===== config.mk =====
export PLATFORM = sky130hd
export DESIGN_NAME = sbus_frame_channel_decoder_top
export DESIGN_NICKNAME = d
export VERILOG_FILES = /design/src/design/sfcd_pkg.sv /design/src/design/sfcd_fifo.sv /design/src/design/sfcd_front.sv /design/src/design/sfcd_back.sv /design/src/design/sbus_frame_channel_decoder_top.sv
export VERILOG_INCLUDE_DIRS = /design/src /design/src/design
export SDC_FILE = /design/constraint.sdc
export NUM_CORES = 2
export LEC_CHECK = 0
export BUFFER_PORTS_ARGS = -buffer_cell sky130_fd_sc_hd__buf_2
export CORE_ASPECT_RATIO = 0.6
export CORE_MARGIN = 10
export CORE_UTILIZATION = 63
export DETAILED_ROUTE_END_ITERATION = 12
export MAX_ROUTING_LAYER = met4
export PLACE_DENSITY = 0.86
export SLEW_MARGIN = 40
export SYNTH_ARGS = -nofsm -noshare
export SYNTH_HDL_FRONTEND = slang
export SYNTH_SLANG_ARGS = --single-unit

===== constraint.sdc =====
create_clock -name clk -period 13.1 [get_ports clk]
set_input_delay 0.655 -clock clk [delete_from_list [all_inputs] [get_ports clk]]
set_output_delay 0.655 -clock clk [all_outputs]
set_load 0.01 [all_outputs]

===== src/design/assert_macros.svh =====
// Assertion macros used by the top-level design file.
`ifndef ASSERT_MACROS_SVH
`define ASSERT_MACROS_SVH

// Checked only while out of reset.
`define SFCD_ASSERT_RST(lbl, clk, rst_n, prop, msg) \
	lbl: assert property (@(posedge clk) disable iff (!rst_n) prop) else $error(msg);

// Checked at every edge, reset included.
`define SFCD_ASSERT_ALWAYS(lbl, clk, prop, msg) \
	lbl: assert property (@(posedge clk) prop) else $error(msg);

`endif


===== src/design/sfcd_pkg.sv =====
// Types and constants of the SBUS frame channel decoder.
package sfcd_pkg;

	localparam int FRAME_LEN = 25;
	localparam int NUM_CH = 16;
	localparam int RAW_W = 11;
	localparam int CH_BITS = NUM_CH * RAW_W;
	localparam int CFG_DW = 16;
	localparam int CFG_IW = 2;
	localparam int JOBQ_DEPTH = 2;
	localparam int RESQ_DEPTH = 2;
	localparam int DVD_W = 28;
	localparam int DIV_STEPS = DVD_W / 2;

	localparam logic [7:0] HEADER_BYTE = 8'h0F;
	localparam logic [7:0] FOOTER_BYTE = 8'h00;

	localparam logic [10:0] IN_MIN_RST = 11'd172;
	localparam logic [10:0] IN_MAX_RST = 11'd1811;
	localparam logic [15:0] OUT_MIN_RST = 16'd1000;
	localparam logic [15:0] OUT_MAX_RST = 16'd2000;

	typedef enum logic [CFG_IW-1:0] {
		REG_IN_MIN = 2'd0,
		REG_IN_MAX = 2'd1,
		REG_OUT_MIN = 2'd2,
		REG_OUT_MAX = 2'd3
	} reg_idx_t;

	typedef struct packed {
		logic [7:0] frame_byte;
		logic frame_start;
	} frame_beat_t;

	typedef struct packed {
		logic [3:0] channel_index;
		logic [15:0] channel_value;
		logic [10:0] raw_channel;
		logic [7:0] status_flags;
		logic last_channel;
	} chan_beat_t;

	typedef struct packed {
		logic [7:0] flags;
		logic [CH_BITS-1:0] data;
	} job_t;

	typedef struct packed {
		logic [10:0] in_min;
		logic [10:0] in_max;
		logic [15:0] out_min;
		logic [15:0] out_max;
	} cfg_t;

	typedef enum logic [2:0] {
		B_IDLE,
		B_CALC,
		B_DIV,
		B_FIX,
		B_EMIT
	} back_state_t;

endpackage


===== src/design/sfcd_fifo.sv =====
// Small first-word-fall-through queue.
module sfcd_fifo #(
	parameter int WIDTH = 8,
	parameter int DEPTH = 2
) (
	input logic clk,
	input logic arst_n,
	input logic push,
	input logic [WIDTH-1:0] wdata,
	output logic full,
	input logic pop,
	output logic [WIDTH-1:0] rdata,
	output logic empty
);

	localparam int AW = (DEPTH > 1) ? $clog2(DEPTH) : 1;
	localparam int CW = $clog2(DEPTH + 1);

	logic [WIDTH-1:0] mem_q [0:DEPTH-1];
	logic [AW-1:0] wr_ptr_q;
	logic [AW-1:0] rd_ptr_q;
	logic [CW-1:0] cnt_q;
	logic do_push;
	logic do_pop;

	assign full = (cnt_q == CW'(DEPTH));
	assign empty = (cnt_q == '0);
	assign do_push = push & ~full;
	assign do_pop = pop & ~empty;
	assign rdata = mem_q[rd_ptr_q];

	always_ff @(posedge clk or negedge arst_n) begin
		if (!arst_n) begin
			wr_ptr_q <= '0;
			rd_ptr_q <= '0;
			cnt_q <= '0;
		end else begin
			if (do_push) begin
				wr_ptr_q <= (wr_ptr_q == AW'(DEPTH - 1)) ? '0 : wr_ptr_q + 1'b1;
			end
			if (do_pop) begin
				rd_ptr_q <= (rd_ptr_q == AW'(DEPTH - 1)) ? '0 : rd_ptr_q + 1'b1;
			end
			if (do_push && !do_pop) begin
				cnt_q <= cnt_q + 1'b1;
			end else if (do_pop && !do_push) begin
				cnt_q <= cnt_q - 1'b1;
			end
		end
	end

	always_ff @(posedge clk) begin
		if (do_push) begin
			mem_q[wr_ptr_q] <= wdata;
		end
	end

endmodule


===== src/design/sfcd_front.sv =====
// Front end: collects frame bytes, checks header and footer, queues good frames.
module sfcd_front (
	input logic clk,
	input logic arst_n,
	input logic push,
	input sfcd_pkg::frame_beat_t frame,
	output logic full,
	input logic job_full,
	output logic job_push,
	output sfcd_pkg::job_t job
);

	localparam logic [4:0] FRAME_END = 5'(sfcd_pkg::FRAME_LEN);
	localparam logic [4:0] LAST_POS = 5'(sfcd_pkg::FRAME_LEN - 1);

	logic [7:0] store_q [0:sfcd_pkg::FRAME_LEN-2];
	logic [4:0] pos_q;
	logic accept;
	logic in_frame;
	logic frame_done;

	assign full = job_full;
	assign accept = push & ~full;
	assign in_frame = accept & ~frame.frame_start & (pos_q < FRAME_END);
	assign frame_done = in_frame & (pos_q == LAST_POS);
	assign job_push = frame_done & (store_q[0] == sfcd_pkg::HEADER_BYTE)
		& (frame.frame_byte == sfcd_pkg::FOOTER_BYTE);

	always_comb begin
		job.flags = store_q[sfcd_pkg::FRAME_LEN-2];
		for (int i = 0; i < sfcd_pkg::CH_BITS / 8; i++) begin
			job.data[8*i +: 8] = store_q[i+1];
		end
	end

	always_ff @(posedge clk or negedge arst_n) begin
		if (!arst_n) begin
			pos_q <= FRAME_END;
		end else if (accept && frame.frame_start) begin
			pos_q <= 5'd1;
		end else if (in_frame) begin
			pos_q <= pos_q + 1'b1;
		end
	end

	always_ff @(posedge clk) begin
		if (accept && frame.frame_start) begin
			store_q[0] <= frame.frame_byte;
		end else if (in_frame && pos_q < LAST_POS) begin
			store_q[pos_q] <= frame.frame_byte;
		end
	end

endmodule


===== src/design/sfcd_back.sv =====
// Back end: unpacks channels, clamps and scales them through a shared divider.
module sfcd_back #(
	parameter int OUT_WIDTH = 16
) (
	input logic clk,
	input logic arst_n,
	input sfcd_pkg::cfg_t cfg,
	input logic job_empty,
	input sfcd_pkg::job_t job,
	output logic job_pop,
	input logic res_full,
	output logic res_push,
	output sfcd_pkg::chan_beat_t res
);

	localparam logic [15:0] VAL_MASK = 16'((32'd1 << OUT_WIDTH) - 32'd1);
	localparam logic [3:0] LAST_CH = 4'(sfcd_pkg::NUM_CH - 1);
	localparam logic [3:0] LAST_STEP = 4'(sfcd_pkg::DIV_STEPS - 1);
	localparam int DW = sfcd_pkg::DVD_W;

	sfcd_pkg::back_state_t state_q, state_d;

	logic [sfcd_pkg::CH_BITS-1:0] data_q;
	logic [7:0] flags_q;
	logic [3:0] ch_q;
	logic [10:0] raw_q;
	logic [15:0] val_q;
	logic [DW-1:0] dvd_q;
	logic [10:0] rem_q;
	logic [10:0] den_q;
	logic neg_q;
	logic [3:0] step_q;

	logic [10:0] raw_c;
	logic lt_c;
	logic gt_c;
	logic [10:0] den_c;
	logic [10:0] diff_c;
	logic [16:0] dout_c;
	logic [15:0] mag_c;
	logic [26:0] prod_c;
	logic clamp_c;
	logic [10:0] rem_a, rem_b;
	logic [DW-1:0] dvd_a, dvd_b;
	logic [15:0] qlo_c;

	assign raw_c = data_q[sfcd_pkg::RAW_W-1:0];
	assign lt_c = raw_c < cfg.in_min;
	assign gt_c = raw_c > cfg.in_max;
	assign den_c = cfg.in_max - cfg.in_min;
	assign diff_c = raw_c - cfg.in_min;
	assign dout_c = {1'b0, cfg.out_max} - {1'b0, cfg.out_min};
	assign mag_c = dout_c[16] ? 16'(17'd0 - dout_c) : dout_c[15:0];
	assign prod_c = {11'd0, mag_c} * {16'd0, diff_c};
	assign clamp_c = lt_c | gt_c | (den_c == 11'd0);
	assign qlo_c = dvd_q[15:0];

	// two restoring divide steps per cycle
	always_comb begin
		logic [11:0] r1;
		logic [11:0] r2;
		logic ge1;
		logic ge2;
		r1 = {rem_q, dvd_q[DW-1]};
		ge1 = r1 >= {1'b0, den_q};
		rem_a = ge1 ? 11'(r1 - {1'b0, den_q}) : r1[10:0];
		dvd_a = {dvd_q[DW-2:0], ge1};
		r2 = {rem_a, dvd_a[DW-1]};
		ge2 = r2 >= {1'b0, den_q};
		rem_b = ge2 ? 11'(r2 - {1'b0, den_q}) : r2[10:0];
		dvd_b = {dvd_a[DW-2:0], ge2};
	end

	always_comb begin
		state_d = state_q;
		case (state_q)
			sfcd_pkg::B_IDLE: begin
				if (!job_empty) begin
					state_d = sfcd_pkg::B_CALC;
				end
			end
			sfcd_pkg::B_CALC: begin
				state_d = clamp_c ? sfcd_pkg::B_EMIT : sfcd_pkg::B_DIV;
			end
			sfcd_pkg::B_DIV: begin
				if (step_q == LAST_STEP) begin
					state_d = sfcd_pkg::B_FIX;
				end
			end
			sfcd_pkg::B_FIX: begin
				state_d = sfcd_pkg::B_EMIT;
			end
			sfcd_pkg::B_EMIT: begin
				if (!res_full) begin
					state_d = (ch_q == LAST_CH) ? sfcd_pkg::B_IDLE : sfcd_pkg::B_CALC;
				end
			end
			default: begin
				state_d = sfcd_pkg::B_IDLE;
			end
		endcase
	end

	always_comb begin
		job_pop = (state_q == sfcd_pkg::B_IDLE) & ~job_empty;
		res_push = (state_q == sfcd_pkg::B_EMIT) & ~res_full;
		res.channel_index = ch_q;
		res.channel_value = val_q;
		res.raw_channel = raw_q;
		res.status_flags = flags_q;
		res.last_channel = (ch_q == LAST_CH);
	end

	always_ff @(posedge clk or negedge arst_n) begin
		if (!arst_n) begin
			state_q <= sfcd_pkg::B_IDLE;
			ch_q <= '0;
			step_q <= '0;
		end else begin
			state_q <= state_d;
			if (job_pop) begin
				ch_q <= '0;
			end else if (res_push) begin
				ch_q <= ch_q + 1'b1;
			end
			if (state_q == sfcd_pkg::B_CALC) begin
				step_q <= '0;
			end else if (state_q == sfcd_pkg::B_DIV) begin
				step_q <= step_q + 1'b1;
			end
		end
	end

	always_ff @(posedge clk) begin
		if (job_pop) begin
			data_q <= job.data;
			flags_q <= job.flags;
		end else if (res_push) begin
			data_q <= data_q >> sfcd_pkg::RAW_W;
		end
		case (state_q)
			sfcd_pkg::B_CALC: begin
				raw_q <= raw_c;
				den_q <= den_c;
				neg_q <= dout_c[16];
				rem_q <= '0;
				dvd_q <= {1'b0, prod_c};
				if (lt_c) begin
					val_q <= cfg.out_min & VAL_MASK;
				end else if (gt_c) begin
					val_q <= cfg.out_max & VAL_MASK;
				end else begin
					val_q <= cfg.out_min & VAL_MASK;
				end
			end
			sfcd_pkg::B_DIV: begin
				rem_q <= rem_b;
				dvd_q <= dvd_b;
			end
			sfcd_pkg::B_FIX: begin
				val_q <= (cfg.out_min + (neg_q ? 16'(17'd0 - {1'b0, qlo_c}) : qlo_c))
					& VAL_MASK;
			end
			default: begin
			end
		endcase
	end

endmodule


===== src/design/sbus_frame_channel_decoder_top.sv =====
// Top level of the SBUS frame channel decoder.
//
// Input channel: one frame byte per beat (push/full). A beat with frame_start
// set restarts the frame; bytes outside a frame are dropped. Bytes are taken
// one per cycle while the frame queue (two frames) has room.
// On the 25th byte the frame is checked: header 0x0F, footer 0x00. A good
// frame yields 16 result beats (empty/pop), channel 0 first, the last one
// marked with last_channel; a bad frame yields nothing.
// Per channel: setup, then, unless the value is clamped or the input range has
// zero width, the shared divider at two quotient bits per cycle and a fix-up;
// last the hand-off, which waits while the result queue is full. The back end
// takes one frame, then works through its 16 channels one after another before
// it takes the next frame.
// A stalled receiver fills the two-entry result queue and holds the back end;
// the front keeps taking bytes until a second complete frame is queued.
// Registers (wr_en/wr_index/wr_data) must be written only while idle; the block does not enforce it.
// Reset: registers return to their defaults, all queues empty, and the block
// waits for a frame start.
`include "assert_macros.svh"

module sbus_frame_channel_decoder_top #(
	parameter int OUT_WIDTH = 16
) (
	input logic clk,
	input logic arst_n,
	input logic push,
	input sfcd_pkg::frame_beat_t frame,
	output logic full,
	output logic empty,
	input logic pop,
	output sfcd_pkg::chan_beat_t chan,
	input logic wr_en,
	input logic [sfcd_pkg::CFG_IW-1:0] wr_index,
	input logic [sfcd_pkg::CFG_DW-1:0] wr_data
);

	sfcd_pkg::cfg_t cfg_q;
	sfcd_pkg::job_t job_in;
	sfcd_pkg::job_t job_out;
	sfcd_pkg::chan_beat_t res;
	logic job_push;
	logic job_full;
	logic job_pop;
	logic job_empty;
	logic res_push;
	logic res_full;

	always_ff @(posedge clk or negedge arst_n) begin
		if (!arst_n) begin
			cfg_q.in_min <= sfcd_pkg::IN_MIN_RST;
			cfg_q.in_max <= sfcd_pkg::IN_MAX_RST;
			cfg_q.out_min <= sfcd_pkg::OUT_MIN_RST;
			cfg_q.out_max <= sfcd_pkg::OUT_MAX_RST;
		end else if (wr_en) begin
			case (sfcd_pkg::reg_idx_t'(wr_index))
				sfcd_pkg::REG_IN_MIN: cfg_q.in_min <= wr_data[10:0];
				sfcd_pkg::REG_IN_MAX: cfg_q.in_max <= wr_data[10:0];
				sfcd_pkg::REG_OUT_MIN: cfg_q.out_min <= wr_data;
				sfcd_pkg::REG_OUT_MAX: cfg_q.out_max <= wr_data;
				default: begin
				end
			endcase
		end
	end

	sfcd_front u_front (
		.clk(clk),
		.arst_n(arst_n),
		.push(push),
		.frame(frame),
		.full(full),
		.job_full(job_full),
		.job_push(job_push),
		.job(job_in)
	);

	sfcd_fifo #(
		.WIDTH($bits(sfcd_pkg::job_t)),
		.DEPTH(sfcd_pkg::JOBQ_DEPTH)
	) u_jobq (
		.clk(clk),
		.arst_n(arst_n),
		.push(job_push),
		.wdata(job_in),
		.full(job_full),
		.pop(job_pop),
		.rdata(job_out),
		.empty(job_empty)
	);

	sfcd_back #(
		.OUT_WIDTH(OUT_WIDTH)
	) u_back (
		.clk(clk),
		.arst_n(arst_n),
		.cfg(cfg_q),
		.job_empty(job_empty),
		.job(job_out),
		.job_pop(job_pop),
		.res_full(res_full),
		.res_push(res_push),
		.res(res)
	);

	sfcd_fifo #(
		.WIDTH($bits(sfcd_pkg::chan_beat_t)),
		.DEPTH(sfcd_pkg::RESQ_DEPTH)
	) u_resq (
		.clk(clk),
		.arst_n(arst_n),
		.push(res_push),
		.wdata(res),
		.full(res_full),
		.pop(pop),
		.rdata(chan),
		.empty(empty)
	);

	`SFCD_ASSERT_ALWAYS(a_job_no_overflow, clk, !(job_push && job_full), "frame queue overflow")
	`SFCD_ASSERT_ALWAYS(a_res_no_overflow, clk, !(res_push && res_full), "result queue overflow")
	`SFCD_ASSERT_RST(a_last_marks_ch15, clk, arst_n, (!empty |-> (chan.last_channel == (chan.channel_index == 4'(sfcd_pkg::NUM_CH - 1)))), "last beat mark mismatch")
	`SFCD_ASSERT_RST(a_pop_only_idle, clk, arst_n, (job_pop |=> !job_pop), "back end took two frames in a row")

endmodule


==> run_results.csv <==
group,metric,value,unit
status,status,"finished, final reports clean",
placement,io_buffers,73,
finish,layout.nets,3725,
route,drc,0,
grt,grt_pass1_wl,166000,µm
clock_network,cts_resized,0,
grt,antenna_found_initial,3,
setup_path,cpMostUsedCell,"fa_1",
finish,drive_gt1_frac,0.132,
route,vias,27800,
sta,skew,0.0219,ns
worst_hold_path,hold_path_class,"primary input to flop",
synthesis,synth_top_family_by_area,"adder cells",
die,die_height,229,µm
finish,area_delta_synth_final,9.94,%
synthesis,synthAdderAreaFrac,0.100,
run,maxCapViolations,0,
route,first_pass_iters,6,
synthesis,ys_ff_latch,980,
setup_path,critPathSlowestCell,"fa_1",
setup_path,crit_fanout,13,
synthesis,synth.area.mux_share,0.0729,
synthesis,synth_enable_flop_cells,902,
clock_network,htreeDepth,3,
setup_path,path_class,"flop to flop",
route,vias_per_cell,6.24,
synthesis,async_flop_share,0.0796,
setup_path,cp.required,13.63,ns
clock_network,clock_path_buffers,3,
clock_network,numCtsBuffers,85,
sta,finalCritPeriodShare,0.721,
synthesis,syn_avg_cell_area,13.9,µm²
die,io-pin-count,74,
synthesis,yosys.area_share.simple,0.0753,
clock_network,cts.clk_slew.worst_paths,0.07,ns
sta,setup_violations,0,
route,detail_route.wirelength,109000,µm
synthesis,synthXorXnorAreaFrac,0.0216,
finish,fillers,4521,
placement,gp_congestion,0.979,
synthesis,synth_compound_gate_area_share,0.0672,
sta,rsz0062_at_grt,"false",
clock_network,postCtsSetupBuffers,0,
synthesis,netlist.top_cell.by_area,"edfxtp_1",
sta,hold_viol_final,0,
sta,slew_headroom,0.399,
clock_network,cts.sinks,980,
synthesis,synthesis.area,45900,µm²
grt,grt_max_degree,104,
synthesis,synth_ff_type,"edfxtp_1",
die,fp.coreArea,72000,µm²
route,routedWlPerCell,24.6,µm
setup_path,cp-end-kind,"flop",
sta,worst_pin_slew,0.895,ns
sta,finalSetupTns,0,ns
grt,overflow,0,
setup_path,cp_slowest_stage_delay,0.62,ns
die,die_x,368,µm
synthesis,synth_nets,3629,
synthesis,ys_types,84,
route,detail-route-antenna-nets,0,
die,floorplan.die_area,84400,µm²
clock_network,cts_tree,"yes",
sta,final_max_slew_viol_count,0,
synthesis,synth_area_leaders,"edfxtp_1, fa_1, mux2i_1",
clock_network,clock-root-buffer,"clkbuf_16",
synthesis,synth_warnings,0,
placement,dp_hpwl,71800,µm
sta,fmax,106,MHz
route,dr.first_iter.drc_count,3586,
setup_path,start_kind,"flop",
clock_network,worstSkewPairLatency,0.66,ns
grt,grt_use_total,0.263,
synthesis,syn_inst,3307,
setup_path,arrival,9.97,ns
synthesis,synth_top_cell_area_share,0.590,
sta,fin_crit,9.45,ns
grt,grt_pass1_vias,27200,
synthesis,seq_area_frac_synth,0.633,
die,row_count,76,
die,initial_core_util,0.638,
cell usage after synthesis (43+ instances only):
library cell	number
edfxtp_1	902
nand2_1	311
o21ai_0	234
inv_1	223
mux2i_1	216
nor2_1	203
ha_1	159
fa_1	131
mux2_2	101
clkbuf_1	96
a21oi_1	95
xnor2_1	70
dfrtp_1	53
xor2_1	43
layer usage:
metal,vias up,track usage,part of all wire
li1,12200,-,-
met1,13700,0.391,0.43
met2,1680,0.357,0.42
met3,180,0.0765,0.13
met4,0,0.0562,0.019
met5,-,-,0
critical path, delay by kind of cell (launching register included):
family	cells	cell delay (ns)
flops	1	0.40
compound gates	11	3.50
simple gates	4	0.76
xor+xnor	1	0.61
fa+ha+maj	8	3.70
buf+inv	5	0.33
per-stage QoR:
stage / hold WS, ns / utilization / cell area (µm²) / worst slack, ns / cells
floorplan: 0.359 / - / 45900 / 2.38 / 3307
global placement: 0.422 / 0.659 / 47400 / 3.81 / 4285
detailed placement: 0.429 / 0.661 / 47600 / 3.87 / 4287
CTS: 0.220 / 0.699 / 50300 / 3.85 / 4447
global route: 0.250 / 0.701 / 50500 / 3.21 / 4451
finish: 0.247 / 0.701 / 50500 / 3.65 / 4454
kinds of logic (layout without fill, tap and decap cells):
family / after synthesis / after routing
xor gates and xnor gates: 113 / 113
adders and majority gates: 290 / 290
muxes: 320 / 320
AOI/OAI and AO/OA: 504 / 504
and+or+nand+nor: 755 / 755
buffers and inverters: 345 / 513
other: 0 / 4
DFF: 980 / 980
worst paths after layout:
path	from	endpoint	slack [ns]	cells after the start
worst max-delay path	cfg_q[0]	u_back.dvd_q[23]	3.65	29
worst min-delay path	wr_data[11]	cfg_q[11]	0.25	2
worst max register to register	cfg_q[0]	u_back.dvd_q[23]	3.65	29
worst min register to register	u_back.val_q[11]	u_resq.mem_q[1][31]	0.44	0
max in group asynchronous	arst_n	cfg_q[25]	11.65	4
min in group asynchronous	arst_n	u_jobq.rd_ptr_q	0.47	2
registers in the layout, summed over array words and instances, names as in the netlist, 3 cells and up:
name / cells
cfg_q: 54
u_back.ch_q: 4
u_back.data_q: 176
u_back.den_q: 11
u_back.dvd_q: 28
u_back.flags_q: 8
u_back.raw_q: 11
u_back.rem_q: 11
u_back.state_q: 3
u_back.step_q: 4
u_back.val_q: 16
u_front.pos_q: 5
u_front.store_q: 192
u_jobq.mem_q: 368
u_resq.mem_q: 80
cell usage in the layout (no fill, tap or decap), drive strengths merged, types with 14 or more instances in the layout:
| cell | n |
|---|---|
| edfxtp | 902 |
| nand2 | 311 |
| o21ai | 236 |
| inv | 229 |
| mux2i | 216 |
| nor2 | 203 |
| ha | 159 |
| fa | 131 |
| buf | 129 |
| mux2 | 104 |
| clkbuf | 99 |
| a21oi | 95 |
| xnor2 | 70 |
| dfrtp | 53 |
| clkinv | 44 |
| xor2 | 43 |
| nand2b | 33 |
| a21o | 33 |
| nor2b | 33 |
| nand3 | 33 |
| nor3 | 28 |
| dfstp | 25 |
| or3 | 23 |
| a211oi | 18 |
| and3 | 14 |
| a31oi | 14 |
final cells by class:
cell class              instances  area [µm²]  area share
diodes                          4        10.0    0.000198
clock buffers                  99        2230      0.0442
well taps                     975        1220      0.0242
flip-flops and latches        980       29100       0.576
multi-input cells            1982       15700       0.310
repair buffers                130         885      0.0175
inverters                     224         841      0.0167
clock inverters                60         533      0.0106
timing repair:
item                                    in CTS  in global routing
hold buffers                                 1                  0
endpoints found under the setup margin       0                  0
hold endpoints to repair                    20                  0
Power is not shown: default switching activity piles up to over one toggle a cycle in this logic, so the estimate is an artifact.
